**config.mk**
```make
export PLATFORM = sky130hd
export DESIGN_NAME = length_prefixed_reverse_echo_core_flat
export DESIGN_NICKNAME = d
export VERILOG_FILES = /design/src/hw/rtl/lpre_pkg.sv /design/src/hw/rtl/lpre_if.sv /design/src/hw/rtl/lpre_cell.sv /design/src/hw/rtl/lpre_stack.sv /design/src/hw/rtl/length_prefixed_reverse_echo_core.sv /design/src/flat_wrapper.sv
export SDC_FILE = /design/constraint.sdc
export NUM_CORES = 1
export LEC_CHECK = 0
export BUFFER_PORTS_ARGS = -buffer_cell sky130_fd_sc_hd__buf_2
export CAP_MARGIN = 20
export CORE_MARGIN = 2
export CORE_UTILIZATION = 68
export CTS_CLUSTER_DIAMETER = 200
export CTS_CLUSTER_SIZE = 10
export DETAILED_ROUTE_END_ITERATION = 12
export PLACE_DENSITY = 0.85
export SYNTH_ARGS = -nofsm -noshare
export SYNTH_HDL_FRONTEND = slang
export SYNTH_HIERARCHICAL = 1
export SYNTH_SLANG_ARGS = --single-unit
```
**constraint.sdc**
```tcl
create_clock -name i_clk -period 13.7 [get_ports i_clk]
set_input_delay 2.74 -clock i_clk [delete_from_list [all_inputs] [get_ports i_clk]]
set_output_delay 2.74 -clock i_clk [all_outputs]
set_load 0.1 [all_outputs]
```
**src/hw/rtl/lpre_pkg.sv**
```systemverilog
`default_nettype none
// ----------------------------------------------------------------------------
// lpre_pkg
// Shared types and constants for the length-prefixed reverse echo core.
// ----------------------------------------------------------------------------
package lpre_pkg;

    localparam logic       C_OP_BYTE  = 1'b0;
    localparam logic       C_OP_END   = 1'b1;

    localparam logic [7:0] C_DELIM    = 8'h2F;
    localparam logic [7:0] C_DIGIT_0  = 8'h30;
    localparam logic [7:0] C_DIGIT_9  = 8'h39;
    localparam int         C_RADIX    = 10;

    typedef enum logic [1:0] {
        ST_REPLY      = 2'd0,
        ST_BAD_FORMAT = 2'd1,
        ST_TOO_LONG   = 2'd2
    } t_status;

    // control shared by every cell of the stack chain
    typedef struct packed {
        logic push;
        logic pop;
    } t_stack_ctl;

endpackage
`default_nettype wire

```
**src/hw/rtl/lpre_if.sv**
```systemverilog
`default_nettype none
// ----------------------------------------------------------------------------
// lpre_in_if / lpre_out_if
// Valid/ready channels for received bytes and for reply results.
// ----------------------------------------------------------------------------
interface lpre_in_if;
    logic       valid;
    logic       ready;
    logic       op;
    logic [7:0] data_byte;

    modport source (output valid, output op, output data_byte, input ready);
    modport sink   (input valid, input op, input data_byte, output ready);
endinterface

interface lpre_out_if;
    logic       valid;
    logic       ready;
    logic [7:0] out_byte;
    logic       last;
    logic [1:0] status;

    modport source (output valid, output out_byte, output last, output status, input ready);
    modport sink   (input valid, input out_byte, input last, input status, output ready);
endinterface
`default_nettype wire

```
**src/hw/rtl/lpre_cell.sv**
```systemverilog
`default_nettype none
// ----------------------------------------------------------------------------
// lpre_cell
// One byte of the body stack: takes the upper neighbor on push, the lower
// neighbor on pop, and holds otherwise.
// ----------------------------------------------------------------------------
module lpre_cell
    import lpre_pkg::*;
(
    input  wire logic       i_clk,
    input  wire t_stack_ctl i_ctl,
    input  wire logic [7:0] i_upper,
    input  wire logic [7:0] i_lower,
    output logic      [7:0] o_data
);

    logic [7:0] r_data;

    always_ff @(posedge i_clk) begin
        if (i_ctl.push) begin
            r_data <= i_upper;
        end else if (i_ctl.pop) begin
            r_data <= i_lower;
        end
    end

    assign o_data = r_data;

endmodule
`default_nettype wire

```
**src/hw/rtl/lpre_stack.sv**
```systemverilog
`default_nettype none
// ----------------------------------------------------------------------------
// lpre_stack
// Last-in first-out byte store built as a chain of cells; cell 0 is the top.
// ----------------------------------------------------------------------------
module lpre_stack
    import lpre_pkg::*;
#(
    parameter int DEPTH = 32
) (
    input  wire logic       i_clk,
    input  wire t_stack_ctl i_ctl,
    input  wire logic [7:0] i_push_data,
    output logic      [7:0] o_top
);

    logic [7:0] w_data [DEPTH];

    for (genvar g = 0; g < DEPTH; g++) begin : g_cell
        logic [7:0] w_upper;
        logic [7:0] w_lower;

        if (g == 0) begin : g_head
            assign w_upper = i_push_data;
        end else begin : g_inner
            assign w_upper = w_data[g-1];
        end

        if (g == DEPTH - 1) begin : g_tail
            assign w_lower = 8'h00;
        end else begin : g_link
            assign w_lower = w_data[g+1];
        end

        lpre_cell u_cell (
            .i_clk   (i_clk),
            .i_ctl   (i_ctl),
            .i_upper (w_upper),
            .i_lower (w_lower),
            .o_data  (w_data[g])
        );
    end

    assign o_top = w_data[0];

endmodule
`default_nettype wire

```
**src/hw/rtl/length_prefixed_reverse_echo_core.sv**
```systemverilog
`default_nettype none
// ----------------------------------------------------------------------------
// length_prefixed_reverse_echo_core
// Frame parser that echoes each body back reversed after its decimal length.
// ----------------------------------------------------------------------------
// While parsing a prefix or taking body bytes the core accepts one byte per
// cycle, provided the output register is empty or being drained. After the
// last body byte of a frame of length L the input stalls while the reply goes
// out, one result per cycle at full output ready: L+2 results for L below 10,
// L+3 otherwise, two for a zero-length frame. The body bytes sit in a chain of
// MAX_LEN byte cells that shifts down on every received body byte and up on
// every emitted one, so the reply is read from the head of the chain. An error
// is reported as a single result marked last; a connection-end transaction yields no result.
// ----------------------------------------------------------------------------
module length_prefixed_reverse_echo_core
    import lpre_pkg::*;
#(
    parameter int MAX_LEN = 32
) (
    input  wire logic   i_clk,
    input  wire logic   i_rst_n,
    lpre_in_if.sink     i_in,
    lpre_out_if.source  o_out
);

    // holds the prefix value saturated at MAX_LEN + 1
    localparam int LEN_W  = $clog2(MAX_LEN + 2);
    localparam int PROD_W = LEN_W + 4;
    localparam int CMP_W  = 7;

    typedef enum logic [6:0] {
        S_PREFIX = 7'b0000001,
        S_BODY   = 7'b0000010,
        S_ERROR  = 7'b0000100,
        S_TENS   = 7'b0001000,
        S_ONES   = 7'b0010000,
        S_DELIM  = 7'b0100000,
        S_POP    = 7'b1000000
    } t_state;

    t_state             r_state, n_state;
    logic [LEN_W-1:0]   r_len, n_len;
    logic               r_seen, n_seen;
    logic               r_bad, n_bad;
    logic [LEN_W-1:0]   r_count, n_count;
    logic               r_ov, n_ov;
    logic [7:0]         r_out_byte, n_out_byte;
    logic               r_last, n_last;
    t_status            r_status, n_status;

    logic               w_slot;
    logic               w_acc;
    logic               w_is_digit;
    logic [3:0]         w_digit;
    logic [PROD_W-1:0]  w_prod;
    logic [2:0]         w_tens;
    logic [CMP_W-1:0]   w_ones_full;
    logic [3:0]         w_ones;
    logic [7:0]         w_top;
    t_stack_ctl         w_ctl;

    assign w_slot = !r_ov || o_out.ready;
    assign i_in.ready = w_slot &&
        (r_state == S_PREFIX || r_state == S_BODY || r_state == S_ERROR);
    assign w_acc = i_in.valid && i_in.ready;

    assign w_is_digit = (i_in.data_byte >= C_DIGIT_0) && (i_in.data_byte <= C_DIGIT_9);
    assign w_digit    = i_in.data_byte[3:0];
    assign w_prod     = PROD_W'(r_len) * PROD_W'(C_RADIX) + PROD_W'(w_digit);

    // split the length into two decimal digits
    always_comb begin
        w_tens = 3'd0;
        for (int k = 1; k <= 6; k++) begin
            if (CMP_W'(r_len) >= CMP_W'(C_RADIX * k)) begin
                w_tens = w_tens + 3'd1;
            end
        end
    end

    assign w_ones_full = CMP_W'(r_len) - CMP_W'(w_tens) * CMP_W'(C_RADIX);
    assign w_ones      = w_ones_full[3:0];

    assign w_ctl.push = w_acc && (i_in.op == C_OP_BYTE) && (r_state == S_BODY);
    assign w_ctl.pop  = (r_state == S_POP) && w_slot;

    lpre_stack #(
        .DEPTH (MAX_LEN)
    ) u_stack (
        .i_clk       (i_clk),
        .i_ctl       (w_ctl),
        .i_push_data (i_in.data_byte),
        .o_top       (w_top)
    );

    always_comb begin
        n_state    = r_state;
        n_len      = r_len;
        n_seen     = r_seen;
        n_bad      = r_bad;
        n_count    = r_count;
        n_ov       = r_ov && !o_out.ready;
        n_out_byte = r_out_byte;
        n_last     = r_last;
        n_status   = r_status;

        if (w_acc && i_in.op == C_OP_END) begin
            n_state = S_PREFIX;
            n_len   = '0;
            n_seen  = 1'b0;
            n_bad   = 1'b0;
            n_count = '0;
        end else if (w_acc) begin
            unique case (r_state)
                S_PREFIX: begin
                    if (i_in.data_byte == C_DELIM) begin
                        if (!r_seen || r_bad) begin
                            n_ov       = 1'b1;
                            n_out_byte = 8'h00;
                            n_last     = 1'b1;
                            n_status   = ST_BAD_FORMAT;
                            n_state    = S_ERROR;
                        end else if (r_len > LEN_W'(MAX_LEN)) begin
                            n_ov       = 1'b1;
                            n_out_byte = 8'h00;
                            n_last     = 1'b1;
                            n_status   = ST_TOO_LONG;
                            n_state    = S_ERROR;
                        end else if (r_len == '0) begin
                            n_state = S_ONES;
                        end else begin
                            n_state = S_BODY;
                            n_count = '0;
                        end
                    end else if (w_is_digit) begin
                        if (w_prod > PROD_W'(MAX_LEN + 1)) begin
                            n_len = LEN_W'(MAX_LEN + 1);
                        end else begin
                            n_len = w_prod[LEN_W-1:0];
                        end
                        n_seen = 1'b1;
                    end else begin
                        n_bad = 1'b1;
                    end
                end
                S_BODY: begin
                    n_count = r_count + LEN_W'(1);
                    if (r_count + LEN_W'(1) == r_len) begin
                        n_state = (CMP_W'(r_len) >= CMP_W'(C_RADIX)) ? S_TENS : S_ONES;
                    end
                end
                default: begin
                    // error mode: drop the byte
                end
            endcase
        end else if (w_slot) begin
            unique case (r_state)
                S_TENS: begin
                    n_ov       = 1'b1;
                    n_out_byte = C_DIGIT_0 + 8'(w_tens);
                    n_last     = 1'b0;
                    n_status   = ST_REPLY;
                    n_state    = S_ONES;
                end
                S_ONES: begin
                    n_ov       = 1'b1;
                    n_out_byte = C_DIGIT_0 + 8'(w_ones);
                    n_last     = 1'b0;
                    n_status   = ST_REPLY;
                    n_state    = S_DELIM;
                end
                S_DELIM: begin
                    n_ov       = 1'b1;
                    n_out_byte = C_DELIM;
                    n_last     = (r_len == '0);
                    n_status   = ST_REPLY;
                    n_count    = r_len;
                    if (r_len == '0) begin
                        n_state = S_PREFIX;
                        n_seen  = 1'b0;
                        n_bad   = 1'b0;
                    end else begin
                        n_state = S_POP;
                    end
                end
                S_POP: begin
                    n_ov       = 1'b1;
                    n_out_byte = w_top;
                    n_last     = (r_count == LEN_W'(1));
                    n_status   = ST_REPLY;
                    n_count    = r_count - LEN_W'(1);
                    if (r_count == LEN_W'(1)) begin
                        n_state = S_PREFIX;
                        n_len   = '0;
                        n_seen  = 1'b0;
                        n_bad   = 1'b0;
                    end
                end
                default: begin
                    // parsing states wait for input
                end
            endcase
        end
    end

    always_ff @(posedge i_clk) begin
        if (!i_rst_n) begin
            r_state <= S_PREFIX;
            r_len   <= '0;
            r_seen  <= 1'b0;
            r_bad   <= 1'b0;
            r_count <= '0;
            r_ov    <= 1'b0;
        end else begin
            r_state <= n_state;
            r_len   <= n_len;
            r_seen  <= n_seen;
            r_bad   <= n_bad;
            r_count <= n_count;
            r_ov    <= n_ov;
        end
    end

    always_ff @(posedge i_clk) begin
        r_out_byte <= n_out_byte;
        r_last     <= n_last;
        r_status   <= n_status;
    end

    assign o_out.valid    = r_ov;
    assign o_out.out_byte = r_out_byte;
    assign o_out.last     = r_last;
    assign o_out.status   = r_status;

endmodule
`default_nettype wire
```
**src/flat_wrapper.sv**
```systemverilog
// flat-port wrapper written by rule: the top's interface ports become plain ports
module length_prefixed_reverse_echo_core_flat import lpre_pkg::*;
#(
    parameter int MAX_LEN = 32
)
  (i_clk, i_rst_n, i_in_valid, i_in_op, i_in_data_byte, i_in_ready, o_out_valid, o_out_out_byte, o_out_last, o_out_status, o_out_ready);
  lpre_in_if i_in_i ();
  lpre_out_if o_out_i ();
  input  wire logic i_clk;
  input  wire logic i_rst_n;
  input wire logic [$bits(i_in_i.valid)-1:0] i_in_valid;
  input wire logic [$bits(i_in_i.op)-1:0] i_in_op;
  input wire logic [$bits(i_in_i.data_byte)-1:0] i_in_data_byte;
  output wire logic [$bits(i_in_i.ready)-1:0] i_in_ready;
  output wire logic [$bits(o_out_i.valid)-1:0] o_out_valid;
  output wire logic [$bits(o_out_i.out_byte)-1:0] o_out_out_byte;
  output wire logic [$bits(o_out_i.last)-1:0] o_out_last;
  output wire logic [$bits(o_out_i.status)-1:0] o_out_status;
  input wire logic [$bits(o_out_i.ready)-1:0] o_out_ready;
  assign i_in_i.valid = i_in_valid;
  assign i_in_i.op = i_in_op;
  assign i_in_i.data_byte = i_in_data_byte;
  assign i_in_ready = i_in_i.ready;
  assign o_out_valid = o_out_i.valid;
  assign o_out_out_byte = o_out_i.out_byte;
  assign o_out_last = o_out_i.last;
  assign o_out_status = o_out_i.status;
  assign o_out_i.ready = o_out_ready;
  length_prefixed_reverse_echo_core #(.MAX_LEN(MAX_LEN)) u_core (.i_clk(i_clk), .i_rst_n(i_rst_n), .i_in(i_in_i), .o_out(o_out_i));
endmodule
```
==> results.yml <==
power_and_ir_drop:
  power_frac_seq_pct: 54.7
  ir_worst_vdd_uv: 96.5
  p_sw_share_pct: 18.8
  pwr-share-comb_pct: 0.9
  p_per_area_nw_per_um2: 108
  p_sw_uw: 327
  internal-power_mw: 1.41
  p_leak_nw: 5.95
  p_clk_share_pct: 44.4
  fin_total_pwr_mw: 1.74
floorplan:
  core_um2: 21700
  start_util_pct: 69.0
  row_count: 54
  die_w_um: 152
  die_h_um: 152
  dieArea_um2: 23200
  io_pins: 26
global_route:
  grt_util_met2_pct: 43.7
  grt_pass1_vias: 8052
  busiest_layer: "met2"
  met3_usage_pct: 3.58
  use_met1_pct: 33.4
  grt_max_degree: 163
  grt_pass1_wl_um: 45900
  grt_overflow_total: 0
  track_usage_pct: 25.2
  antenna_found_initial: 0
route:
  ant_nets: 0
  drt_iter0_drc: 812
  dr.pass1.iters: 5
  wl_per_cell_um: 24.1
  via_per_inst: 6.41
  drc_errors: 0
  routed_wl_um: 29400
  vias: 7825
critical_path:
  path_max_fanout: 162
  cp_data_arrival_time_ns: 7.03
  crit_path_start_kind: "input pin"
  endpoint_kind: "flop"
  worstPathCellList: "buf_2 -> nand2b_1 -> and3_1 -> nand2_1 -> nor2_4 -> buf_12 -> buf_4 -> buf_4 -> mux2_4"
  cp_common_cell: "buf_4"
  max_stage_delay_ns: 1.00
  crit_slowest_cell: "buf_4"
  required_ns: 13.94
  worstSetupPathType: "input pin to flop"
place:
  port_buffers: 25
  gp_congestion: 0.913
  preCtsSetupSlack_ns: 6.50
  dp_hpwl_um: 19200
  placed_cells: 1181
synth:
  synthFlopType: "edfxtp_1"
  yosys.cell_types.count: 67
  synthTopCellsByArea: "edfxtp_1, mux2_4, dfxtp_1, buf_6, ha_1"
  synth_area_um2: 15000
  syn_avg_cell_area_um2: 16.5
  yosysWarnings: 6
  synth_area_leader_cell: "edfxtp_1"
  seq_area_frac_synth_pct: 56.5
  ys_ff_latch: 289
  netlist_instances: 910
  yosysTopAreaCellShare_pct: 53.6
  synthArstFlopShare_pct: 0
  synth_edf_count: 267
clock_tree:
  postCtsSetupBuffers: 0
  path_clk_slew_ns: 0.06
  hold_buffers: 0
  cts_resized: 0
  cts.sinks: 289
  htree_levels: 2
  root_buffer: "clkbuf_16"
  cts_tree: "done"
  cts_buffers: 34
  clk_path_buf_depth: 3
  clk_latency_ns: 0.49
cells_and_area:
  regArea_um2: 8460
  finalNonFillerCells: 1221
  drive_gt1_share_pct: 36.3
  diodes: 0
  num-fill-cells: 1242
  multi_input_area_um2: 6070
  nets: 973
  area_growth_pct: 7.01
  post-route-util_pct: 73.9
timing:
  timing.slew.headroom_pct: 24.5
  skew_ns: 0.0160
  fin_crit_ns: 6.79
  fmax_ghz: 0.147
  setup_violations: 0
  drv_slew: 0
  final_hold_viol_count: 0
  min_period_over_period_pct: 49.6
  setup_tns_ns: 0
  worst_pin_slew_ns: 1.13
  rsz0062_at_grt: "false"
  setup_slack_ns: 6.91
status:
  status: "finished clean"
run:
  maxCapViolCount: 0
min_path:
  holdCritPathClass: "flop to flop"
worst max-delay path: cells and delay by family:
| kind | cells | cell delay (ns) |
|---|---|---|
| buffers and inverters | 4 | 2.81 |
| AND/OR/NAND/NOR | 4 | 0.90 |
| multiplexers | 1 | 0.37 |
state kept, by name, summed over array words and instances (netlist names):
register / flops
u_core/r_state: 7
u_core/r_len: 6
u_core/r_seen: 1
u_core/r_count: 6
u_core/o_out.last: 1
u_core/u_stack/g_cell.u_cell/o_data: 256
u_core/o_out.valid: 1
u_core/o_out.out_byte: 8
u_core/r_bad: 1
u_core/o_out.status: 2
routing by layer:
layer	part of all wire, %	vias up
met5	0	-
met4	2.2	0
met3	5.4	65
met2	50	286
met1	42	3966
li1	-	3508
stage by stage:
stage / hold WS [ns] / cell area, um2
6_report: 0.477 / 16000
5_1_grt: 0.512 / 16000
4_1_cts: 0.479 / 16000
3_5_place_dp: 0.466 / 15100
3_3_place_gp: 0.442 / 15100
2_1_floorplan: 0.433 / 15000
power groups by stage:
stage / Clock, mW / Sequential (mW) / Combinational (mW)
floorplan: 0 / 0.969 / 0.00884
global placement: 0 / 0.969 / 0.0146
detailed placement: 0 / 0.969 / 0.0152
CTS: 0.784 / 0.951 / 0.0153
global route: 0.818 / 0.950 / 0.0167
finish: 0.770 / 0.951 / 0.0156
cell usage in the layout, fill, tap and decap left out, types with 8 or more instances in the layout:
master,Yosys,routed
a21oi_1,18,18
buf_2,0,25
clkbuf_16,0,35
conb_1,1,8
dfxtp_1,22,22
edfxtp_1,267,267
ha_1,20,20
inv_1,16,16
mux2_4,256,256
nand2_1,28,28
nand3_1,13,13
nor2_1,20,19
nor3_1,11,11
o21ai_0,15,15
or2_1,33,33
xnor2_1,14,14
xor2_1,14,14
final timing paths:
kind	depth (start not counted)	to	startpoint	slack (ns)
max reg2reg	8	u_core/u_stack/g_cell[16].u_cell/o_data[0]$_DFFE_PP_	u_core/r_state[4]$_SDFFE_PP0P_	8.64
max	9	u_core/u_stack/g_cell[16].u_cell/o_data[0]$_DFFE_PP_	o_out_ready	6.91
min	1	u_core/r_seen$_SDFFE_PP0P_	u_core/r_seen$_SDFFE_PP0P_	0.48
min reg2reg	1	u_core/r_seen$_SDFFE_PP0P_	u_core/r_seen$_SDFFE_PP0P_	0.48
cell families after synthesis:
kind of cell    synth area share, %
flops                          56.5
fa+ha+maj                      2.07
simple gates                   5.50
compound gates                 4.42
other cells                  0.0250
xor+xnor                       1.94
buf+inv                        3.18
mux                            26.4
synthesized netlist by cell type (3+ instances only):
master / number
buf_6: 32
inv_1: 16
a22o_1: 4
nand4b_1: 4
fa_1: 3
mux2_4: 256
nor2b_1: 6
o21a_1: 7
edfxtp_1: 267
xor2_1: 14
and3_1: 4
nand2_1: 28
nor2_1: 20
mux2_2: 3
o32ai_1: 4
dfxtp_1: 22
nand3_1: 13
mux2i_1: 7
a21o_1: 5
xnor2_1: 14
or3b_2: 4
nand4_1: 5
o21ai_0: 15
a21oi_1: 18
a211oi_1: 7
a31oi_1: 3
or2_1: 33
ha_1: 20
nor3_1: 11
o211ai_1: 3
clkbuf_1: 15
layout make-up:
cell class                 instances  share of cell area [%]
timing repair buffer              31                    1.14
tap                              280                    2.19
sequential                       289                    52.8
inverter                          16                   0.375
clock buffer                      39                    5.56
multi-input combinational        565                    37.9
clock inverter                     1                  0.0547
No activity file was read; power rests on OpenSTA's default activity.
